## config.mk

```make
export PLATFORM = sky130hd
export DESIGN_NAME = gdfs_ctrl
export DESIGN_NICKNAME = d
export VERILOG_FILES = /design/src/hw/rtl/gdfs_pkg.sv /design/src/hw/rtl/gdfs_ctrl.sv
export VERILOG_INCLUDE_DIRS = /design/src /design/src/hw/rtl
export SDC_FILE = /design/constraint.sdc
export NUM_CORES = 1
export LEC_CHECK = 0
export ABC_AREA = 1
export BUFFER_PORTS_ARGS = -buffer_cell sky130_fd_sc_hd__buf_4
export CORE_ASPECT_RATIO = 1.1
export CORE_MARGIN = 3
export CORE_UTILIZATION = 28
export DETAILED_ROUTE_END_ITERATION = 7
export MAX_ROUTING_LAYER = met4
export PLACE_DENSITY = 0.53
export RECOVER_POWER = 50
export SLEW_MARGIN = 20
export SYNTH_ARGS = -nofsm -noshare
export SYNTH_HDL_FRONTEND = slang
export SYNTH_SLANG_ARGS = --single-unit
```

## constraint.sdc

```tcl
create_clock -name clk -period 3.3 [get_ports clk]
set_input_delay 0.33 -clock clk [delete_from_list [all_inputs] [get_ports clk]]
set_output_delay 0.33 -clock clk [all_outputs]
set_load 0.005 [all_outputs]
```

## src/hw/rtl/graph_dfs_path_finder_defines.svh

```systemverilog
// assertion macros used by the graph search controller rtl
`ifndef GRAPH_DFS_PATH_FINDER_DEFINES_SVH
`define GRAPH_DFS_PATH_FINDER_DEFINES_SVH

// clocked check, masked while reset is asserted
`define GDFS_ASSERT(lbl, prop, msg) \
    lbl: assert property (@(posedge clk) disable iff (!rst_n) prop) else $error(msg);

// clocked check that also holds during reset
`define GDFS_ASSERT_ALWAYS(lbl, prop, msg) \
    lbl: assert property (@(posedge clk) prop) else $error(msg);

`endif

```

## src/hw/rtl/gdfs_pkg.sv

```systemverilog
// types and constants of the graph path search block
`default_nettype none
package gdfs_pkg;

    localparam int VTX_W = 6;
    localparam int PAR_W = 7;
    localparam logic [PAR_W-1:0] NO_PARENT = 7'd127;

    localparam logic [1:0] OP_ADD_VERTEX = 2'd0;
    localparam logic [1:0] OP_ADD_EDGE   = 2'd1;
    localparam logic [1:0] OP_FIND_PATH  = 2'd2;

    localparam logic [2:0] ST_OK       = 3'd0;
    localparam logic [2:0] ST_FULL     = 3'd1;
    localparam logic [2:0] ST_DUP      = 3'd2;
    localparam logic [2:0] ST_BAD      = 3'd3;
    localparam logic [2:0] ST_UNREACH  = 3'd4;
    localparam logic [2:0] ST_OVERFLOW = 3'd5;

    localparam logic [1:0] DEG_SEL_A   = 2'd0;
    localparam logic [1:0] DEG_SEL_B   = 2'd1;
    localparam logic [1:0] DEG_SEL_STK = 2'd2;

    localparam logic [1:0] EMIT_NONE = 2'd0;
    localparam logic [1:0] EMIT_CNT  = 2'd1;
    localparam logic [1:0] EMIT_PATH = 2'd2;

    typedef struct packed {
        logic [1:0]       op;
        logic [VTX_W-1:0] vertex_a;
        logic [VTX_W-1:0] vertex_b;
    } in_item_t;

    typedef struct packed {
        logic [2:0]       status;
        logic [VTX_W-1:0] path_vertex;
        logic             has_vertex;
        logic             last;
    } out_item_t;

    typedef struct packed {
        logic       load_in;
        logic       cnt_inc;
        logic       deg_rd;
        logic [1:0] deg_sel;
        logic       deg_x_cap;
        logic       deg_y_cap;
        logic       idx_clr;
        logic       idx_inc;
        logic       nbr_rd;
        logic       nbr_base_cur;
        logic       nbr_wr_a;
        logic       nbr_wr_b;
        logic       srch_init;
        logic       pop;
        logic       visit;
        logic       push;
        logic       path_init;
        logic       par_rd;
        logic       path_adv;
        logic       emit;
        logic [2:0] emit_status;
        logic [1:0] emit_src;
        logic       emit_last;
    } ctl_cmd_t;

    typedef struct packed {
        logic       out_free;
        logic [1:0] op;
        logic       full;
        logic       a_bad;
        logic       b_bad;
        logic       a_eq_b;
        logic       deg_x_full;
        logic       deg_y_full;
        logic       idx_lt_deg;
        logic       nbr_eq_b;
        logic       sp_zero;
        logic       sp_full;
        logic       cur_skip;
        logic       cur_is_goal;
        logic       nb_skip;
        logic       path_last;
    } dp_status_t;

endpackage
`default_nettype wire

```

## src/hw/rtl/gdfs_ctrl.sv

```systemverilog
// controller: sequences vertex, edge and search operations
`default_nettype none
`include "graph_dfs_path_finder_defines.svh"
module gdfs_ctrl
    import gdfs_pkg::*;
(
    input  wire        clk,
    input  wire        rst_n,
    input  wire        in_valid,
    output logic       in_ready,
    input  dp_status_t sts,
    output ctl_cmd_t   cmd
);

    localparam logic [4:0] S_IDLE   = 5'd0;
    localparam logic [4:0] S_DECODE = 5'd1;
    localparam logic [4:0] S_E_RDB  = 5'd2;
    localparam logic [4:0] S_E_CAPB = 5'd3;
    localparam logic [4:0] S_E_SCAN = 5'd4;
    localparam logic [4:0] S_E_CMP  = 5'd5;
    localparam logic [4:0] S_E_CHK  = 5'd6;
    localparam logic [4:0] S_E_WA   = 5'd7;
    localparam logic [4:0] S_E_WB   = 5'd8;
    localparam logic [4:0] S_E_OK   = 5'd9;
    localparam logic [4:0] S_INIT   = 5'd10;
    localparam logic [4:0] S_POP    = 5'd11;
    localparam logic [4:0] S_POPW   = 5'd12;
    localparam logic [4:0] S_DEG    = 5'd13;
    localparam logic [4:0] S_NB     = 5'd14;
    localparam logic [4:0] S_NBW    = 5'd15;
    localparam logic [4:0] S_GOAL   = 5'd16;
    localparam logic [4:0] S_P_RD   = 5'd17;
    localparam logic [4:0] S_P_CHK  = 5'd18;

    logic [4:0] state_reg;
    logic [4:0] state_next;
    logic       in_fire;

    assign in_ready = (state_reg == S_IDLE);
    assign in_fire  = in_valid && in_ready;

    always_comb
    begin
        cmd        = '0;
        state_next = state_reg;
        cmd.load_in = in_fire;
        case (state_reg)
            S_IDLE:
            begin
                if (in_fire)
                begin
                    state_next = S_DECODE;
                end
            end
            S_DECODE:
            begin
                if (sts.op == OP_ADD_EDGE && !sts.a_bad && !sts.b_bad)
                begin
                    cmd.deg_rd  = 1'b1;
                    cmd.deg_sel = DEG_SEL_A;
                    state_next  = S_E_RDB;
                end
                else if (sts.op == OP_FIND_PATH && !sts.a_bad && !sts.b_bad)
                begin
                    state_next = S_INIT;
                end
                else if (sts.out_free)
                begin
                    cmd.emit      = 1'b1;
                    cmd.emit_last = 1'b1;
                    if (sts.op == OP_ADD_VERTEX)
                    begin
                        cmd.emit_status = sts.full ? ST_FULL : ST_OK;
                        cmd.emit_src    = sts.full ? EMIT_NONE : EMIT_CNT;
                        cmd.cnt_inc     = !sts.full;
                    end
                    else
                    begin
                        cmd.emit_status = ST_BAD;
                    end
                    state_next = S_IDLE;
                end
            end
            S_E_RDB:
            begin
                cmd.deg_x_cap = 1'b1;
                cmd.deg_rd    = 1'b1;
                cmd.deg_sel   = DEG_SEL_B;
                state_next    = S_E_CAPB;
            end
            S_E_CAPB:
            begin
                cmd.deg_y_cap = 1'b1;
                cmd.idx_clr   = 1'b1;
                state_next    = S_E_SCAN;
            end
            S_E_SCAN:
            begin
                if (sts.idx_lt_deg)
                begin
                    cmd.nbr_rd = 1'b1;
                    state_next = S_E_CMP;
                end
                else
                begin
                    state_next = S_E_CHK;
                end
            end
            S_E_CMP:
            begin
                if (!sts.nbr_eq_b)
                begin
                    cmd.idx_inc = 1'b1;
                    state_next  = S_E_SCAN;
                end
                else if (sts.out_free)
                begin
                    cmd.emit        = 1'b1;
                    cmd.emit_status = ST_DUP;
                    cmd.emit_last   = 1'b1;
                    state_next      = S_IDLE;
                end
            end
            S_E_CHK:
            begin
                if (!sts.deg_x_full && !sts.deg_y_full)
                begin
                    state_next = S_E_WA;
                end
                else if (sts.out_free)
                begin
                    cmd.emit        = 1'b1;
                    cmd.emit_status = ST_BAD;
                    cmd.emit_last   = 1'b1;
                    state_next      = S_IDLE;
                end
            end
            S_E_WA:
            begin
                cmd.nbr_wr_a = 1'b1;
                state_next   = sts.a_eq_b ? S_E_OK : S_E_WB;
            end
            S_E_WB:
            begin
                cmd.nbr_wr_b = 1'b1;
                state_next   = S_E_OK;
            end
            S_E_OK:
            begin
                if (sts.out_free)
                begin
                    cmd.emit        = 1'b1;
                    cmd.emit_status = ST_OK;
                    cmd.emit_last   = 1'b1;
                    state_next      = S_IDLE;
                end
            end
            S_INIT:
            begin
                cmd.srch_init = 1'b1;
                state_next    = S_POP;
            end
            S_POP:
            begin
                if (!sts.sp_zero)
                begin
                    cmd.pop    = 1'b1;
                    state_next = S_POPW;
                end
                else if (sts.out_free)
                begin
                    cmd.emit        = 1'b1;
                    cmd.emit_status = ST_UNREACH;
                    cmd.emit_last   = 1'b1;
                    state_next      = S_IDLE;
                end
            end
            S_POPW:
            begin
                if (sts.cur_skip)
                begin
                    state_next = S_POP;
                end
                else
                begin
                    cmd.visit = 1'b1;
                    if (sts.cur_is_goal)
                    begin
                        state_next = S_GOAL;
                    end
                    else
                    begin
                        cmd.deg_rd  = 1'b1;
                        cmd.deg_sel = DEG_SEL_STK;
                        state_next  = S_DEG;
                    end
                end
            end
            S_DEG:
            begin
                cmd.deg_x_cap = 1'b1;
                cmd.idx_clr   = 1'b1;
                state_next    = S_NB;
            end
            S_NB:
            begin
                if (sts.idx_lt_deg)
                begin
                    cmd.nbr_rd       = 1'b1;
                    cmd.nbr_base_cur = 1'b1;
                    state_next       = S_NBW;
                end
                else
                begin
                    state_next = S_POP;
                end
            end
            S_NBW:
            begin
                if (sts.nb_skip)
                begin
                    cmd.idx_inc = 1'b1;
                    state_next  = S_NB;
                end
                else if (!sts.sp_full)
                begin
                    cmd.push    = 1'b1;
                    cmd.idx_inc = 1'b1;
                    state_next  = S_NB;
                end
                else if (sts.out_free)
                begin
                    cmd.emit        = 1'b1;
                    cmd.emit_status = ST_OVERFLOW;
                    cmd.emit_last   = 1'b1;
                    state_next      = S_IDLE;
                end
            end
            S_GOAL:
            begin
                if (!sts.a_eq_b)
                begin
                    cmd.path_init = 1'b1;
                    state_next    = S_P_RD;
                end
                else if (sts.out_free)
                begin
                    cmd.emit        = 1'b1;
                    cmd.emit_status = ST_OK;
                    cmd.emit_last   = 1'b1;
                    state_next      = S_IDLE;
                end
            end
            S_P_RD:
            begin
                cmd.par_rd = 1'b1;
                state_next = S_P_CHK;
            end
            S_P_CHK:
            begin
                if (sts.out_free)
                begin
                    cmd.emit        = 1'b1;
                    cmd.emit_status = ST_OK;
                    cmd.emit_src    = EMIT_PATH;
                    cmd.emit_last   = sts.path_last;
                    cmd.path_adv    = 1'b1;
                    state_next      = sts.path_last ? S_IDLE : S_P_RD;
                end
            end
            default:
            begin
                state_next = S_IDLE;
            end
        endcase
    end

    always_ff @(posedge clk or negedge rst_n)
    begin
        if (!rst_n)
        begin
            state_reg <= S_IDLE;
        end
        else
        begin
            state_reg <= state_next;
        end
    end

    `GDFS_ASSERT(a_emit_free, cmd.emit |-> sts.out_free, "emit while output busy")
    `GDFS_ASSERT(a_push_room, cmd.push |-> !sts.sp_full, "push onto full stack")
    `GDFS_ASSERT(a_pop_data, cmd.pop |-> !sts.sp_zero, "pop from empty stack")
    `GDFS_ASSERT(a_fire_decode, in_fire |=> state_reg == S_DECODE, "transfer not decoded")
    `GDFS_ASSERT_ALWAYS(a_rst_idle, !rst_n |-> !cmd.emit || state_reg != S_IDLE,
        "emit from idle in reset")

endmodule
`default_nettype wire

```

## Yosys cells after proc, flatten, opt, wreduce, memory -nomap -nowiden

Index checks and enable logic that the tools add are counted.

| word-level totals | value |
|---|---|
| flip-flop bits (word level) | 5 |
| word-level logic and storage cells | 119 |
| bits of input ports | 20 |
| output and inout port bits | 28 |

| operators by class | value |
|---|---|
| reductions and logical operators | 16 |
| mux-type cells | 80 |
| eq/ne operators | 22 |

Operator list:

| kind | count |
|---|---|
| $pmux W5 S19 | 1 |
| $mux W5 | 14 |
| $mux W4 | 11 |
| $eq A5 B4 Y1 const B | 8 |
| $mux W1 | 37 |
| $pmux W4 S8 | 1 |
| $mux W7 | 3 |
| $eq A5 B3 Y1 const B | 4 |
| $eq A5 B5 Y1 const B | 3 |
| $mux W3 | 4 |
| $eq A5 B2 Y1 const B | 2 |
| $pmux W3 S3 | 1 |
| $mux W8 | 1 |
| $pmux W1 S8 | 1 |
| $logic_and A1 B1 Y1 | 6 |
| $mux W2 | 3 |
| $eq A5 B1 Y1 const B | 1 |
| $logic_not A1 Y1 | 5 |
| $logic_not A5 Y1 | 1 |
| $pmux W1 S2 | 2 |
| $pmux W2 S2 | 1 |
| $reduce_or A2 Y1 | 2 |
| $eq A2 B1 Y1 const B | 1 |
| $eq A2 B2 Y1 const B | 1 |
| 4 further kinds | 4 |

## Depth between registers and ports, before layout

| logic depth | value |
|---|---|
| depth in word-level cells | 6 |
| depth in mapped cells | 10 |
| gate-level depth less buffers | 10 |

## Worst setup path before layout

OpenSTA, ideal clock, no wires.

| path | value |
|---|---|
| kind | register to output |
| start point | reg state_reg[3] |
| end point | out cmd[4] in the netlist's numbering |
| data required time | 2.970 ns |
| stages on the path, launching flop included | 6 |
| buffers on the path | 0 |
| arrival time | 1.229 ns |
| path slack | 1.741 ns |
| cell sequence | dfrtp_1 -> nor2_4 -> inv_2 -> nor2_4 -> nand4_2 -> o211ai_1 |

RTL lines:

| element | line | text |
|---|---|---|
| start, declared | gdfs_ctrl.sv:35 | `logic [4:0] state_reg;` |
| start signal, assigned | gdfs_ctrl.sv:286 | `state_reg <= state_next;` |
| end, declared | gdfs_ctrl.sv:12 | `output ctl_cmd_t cmd` |

==> impl_metrics.toml <==
[power]
p_comb_share_pct = 71.4
switching_share_pct = 53.2
leakage_uw = 0.000901
p_per_area_nw_per_um2 = 437
vdd_ir_drop_max_v = 0.000142
p_seq_share_pct = 18.1
total_power_uw = 635
clkPwrFrac_pct = 10.5
intPower_uw = 297
switchingPower_uw = 338

[global_routing]
grt_pass1_wl_um = 6240
busiest_layer = "met2"
antenna_found_initial = 0
grt.met2_usage_pct = 26.8
grt_pass1_vias = 1316
grt_remaining_overflow = 0
grt.met3_usage_pct = 1.27
grtUsageMet1_pct = 24.4
grt_use_total_pct = 17.1
grt_start_max_net_pins = 11

[sta]
min_period_ns = 2.47
slew_violations = 0
fin_crit_sh_pct = 74.9
clock_skew_ns = 0.00208
hold_viol = 0
rsz0062_at_grt = "false"
setup_viol = 0
slew_headroom_pct = 62.2
worst_pin_slew_ns = 0.563
setup-tns-final_ns = 0
hold_slack_ns = 0.446
fmax_ghz = 0.405

[placement]
port_buffers = 47
dpl.cell_count = 294
dp_hpwl_um = 3210
place_congestion = 0.973

[yosys]
yosysTopAreaCell = "nand2_1"
synthCells = 202
synth_nets = 222
synth_edf_count = 0
ys.flop_type = "dfrtp_1"
synth_area_leaders = "nand2_1 19%, nor2_1 12%, dfrtp_1 12%"
synth_warnings = 0
ys_async_sr_fraction_pct = 100
ys_types = 24
synth_most_common_cell = "nand2_1"
ys_top_cells_by_count = "55 x nand2_1, 35 x nor2_1, 27 x inv_1"
synth.cell_area_sq_um = 1060
yosys.area.top_type_share_pct = 19.4
ys_ff_latch = 5
yosysSeqAreaShare_pct = 11.8
postSynthAreaPerCell_sq_um = 5.26

[cells_and_area]
largest_register_ff_count = 5
drive_gt1_share_pct = 26.3
area_delta_synth_final_pct = 36.7
post-route-util_pct = 41.6
n_antenna_cell = 0
fin_cells = 299
fin_nets = 272

[worst_setup_path]
max_stage_delay_ns = 0.46
cp_cell_sequence = "inv_1, nand2_1, nor2_4, inv_2, nor3_1, nor2_1, o31ai_1, buf_4"
critical_path.top_delay_family = "simple AND/OR/NAND/NOR gates"
crit_type = "reg -> out"
worstSetupStartpointType = "register"
cp.arrival_ns = 2.14
cp_max_fo = 8
crit_cells = 8
cp.required_ns = 2.97
crit_slowest_cell = "dfrtp_1"
r2r.worst_path.cells = 9
end_kind = "output port"
path_buf_inv = 3

[route]
ant_nets = 0
drt_wl_total_um = 3740
vias = 1395
via_per_inst = 4.67
drt-pass1-iter-count = 4
routedWlPerCell_um = 12.5
drc = 0
drt_iter0_markers = 79

[cts]
cts_buffer_depth = 2
cts_htree_levels = 1
root_buffer = "clkbuf_4"
cts_tree = "built"
clock-sinks = 5
path_clk_slew_ns = 0.04
numCtsBuffers = 3
clk_latency_ns = 0.23

[floorplan]
ios = 48
row_count = 22
die_h_um = 70.6
die_area_sq_um = 4570
core_sq_um = 3500
start_util_pct = 30.4
die_w_um = 64.7

[hold_path]
holdPathStages = 3
holdCritPathClass = "in -> reg"

[run]
max_cap_viol_count = 0

[outcome]
outcome = "finished, final reports clean"
==> per-layer routing <==
layer  part of all wire (%)  vias to the layer above  wire (um)
li1                       -                      737          -
met1                     49                      622       1830
met2                     47                       36       1750
met3                    4.2                        0        158
met4                      0                        0          0
met5                      0                        -          0
==> power groups by stage <==
stage	logic (uW)	clock network, uW	registers, uW
finish	453	66.8	115
global route	507	75.2	119
CTS	470	69.0	123
detailed placement	467	0	124
global placement	476	0	122
floorplan	306	0	115
==> metrics by stage <==
stage	setup WS, ns	cell area, sq um
after floorplan	1.74	1060
after global placement	1.33	1460
after detailed placement	1.35	1460
after CTS	1.09	1490
after global routing	0.715	1450
final	0.829	1450
==> worst register-to-register path: stages, from the launching register on <==
cell     delay [ns]
dfrtp_1        0.47
nor2_1         0.46
inv_1          0.25
nor2_4         0.20
nand3_1        0.08
nand2_1        0.07
nand2_1        0.05
nand2_1        0.08
nor2_1         0.05
nor2_1         0.09
==> cell families after synthesis <==
kind of cell	Yosys count	share of synthesized area (%)
buffers and inverters	38	14.3
DFF	5	11.8
AOI/OAI and AO/OA	15	7.54
and+or+nand+nor	144	66.4
==> final cells by class <==
type	count	area (sq um)
inverter	35	131
clock buffer	4	26.3
timing repair buffer	48	359
tap	48	60.1
multi-input combinational	159	751
sequential	5	125
fill	415	2040
==> what timing repair did <==
| item | CTS | global route |
|---|---|---|
| gates resized for setup | 0 | 0 |
| endpoints found under the hold margin | 5 | 0 |
| setup endpoints to repair | 0 | 0 |
| buffers inserted | 0 | 0 |
| hold buffers | 1 | 0 |
==> cell usage in the layout, fill, tap and decap left out, types with 3 or more instances in the layout <==
cell	n
a21oi_1	3
buf_4	44
clkbuf_4	5
dfrtp_1	5
inv_1	30
inv_2	4
nand2_1	57
nand3_1	24
nand4_1	7
nor2_1	38
nor2_2	4
nor2_4	5
nor3_1	4
o21ai_0	9
==> final timing paths <==
kind	start	to	slack [ns]
worst max-delay path	state_reg[4]	cmd[24]	0.83
worst min-delay path	in_valid	state_reg[0]	0.45
worst max register to register	state_reg[3]	state_reg[0]	1.42
worst min register to register	state_reg[1]	state_reg[1]	0.82
max in group asynchronous	rst_n	state_reg[2]	2.62
min in group asynchronous	rst_n	state_reg[4]	0.47
(Power assumes the default switching activity.)
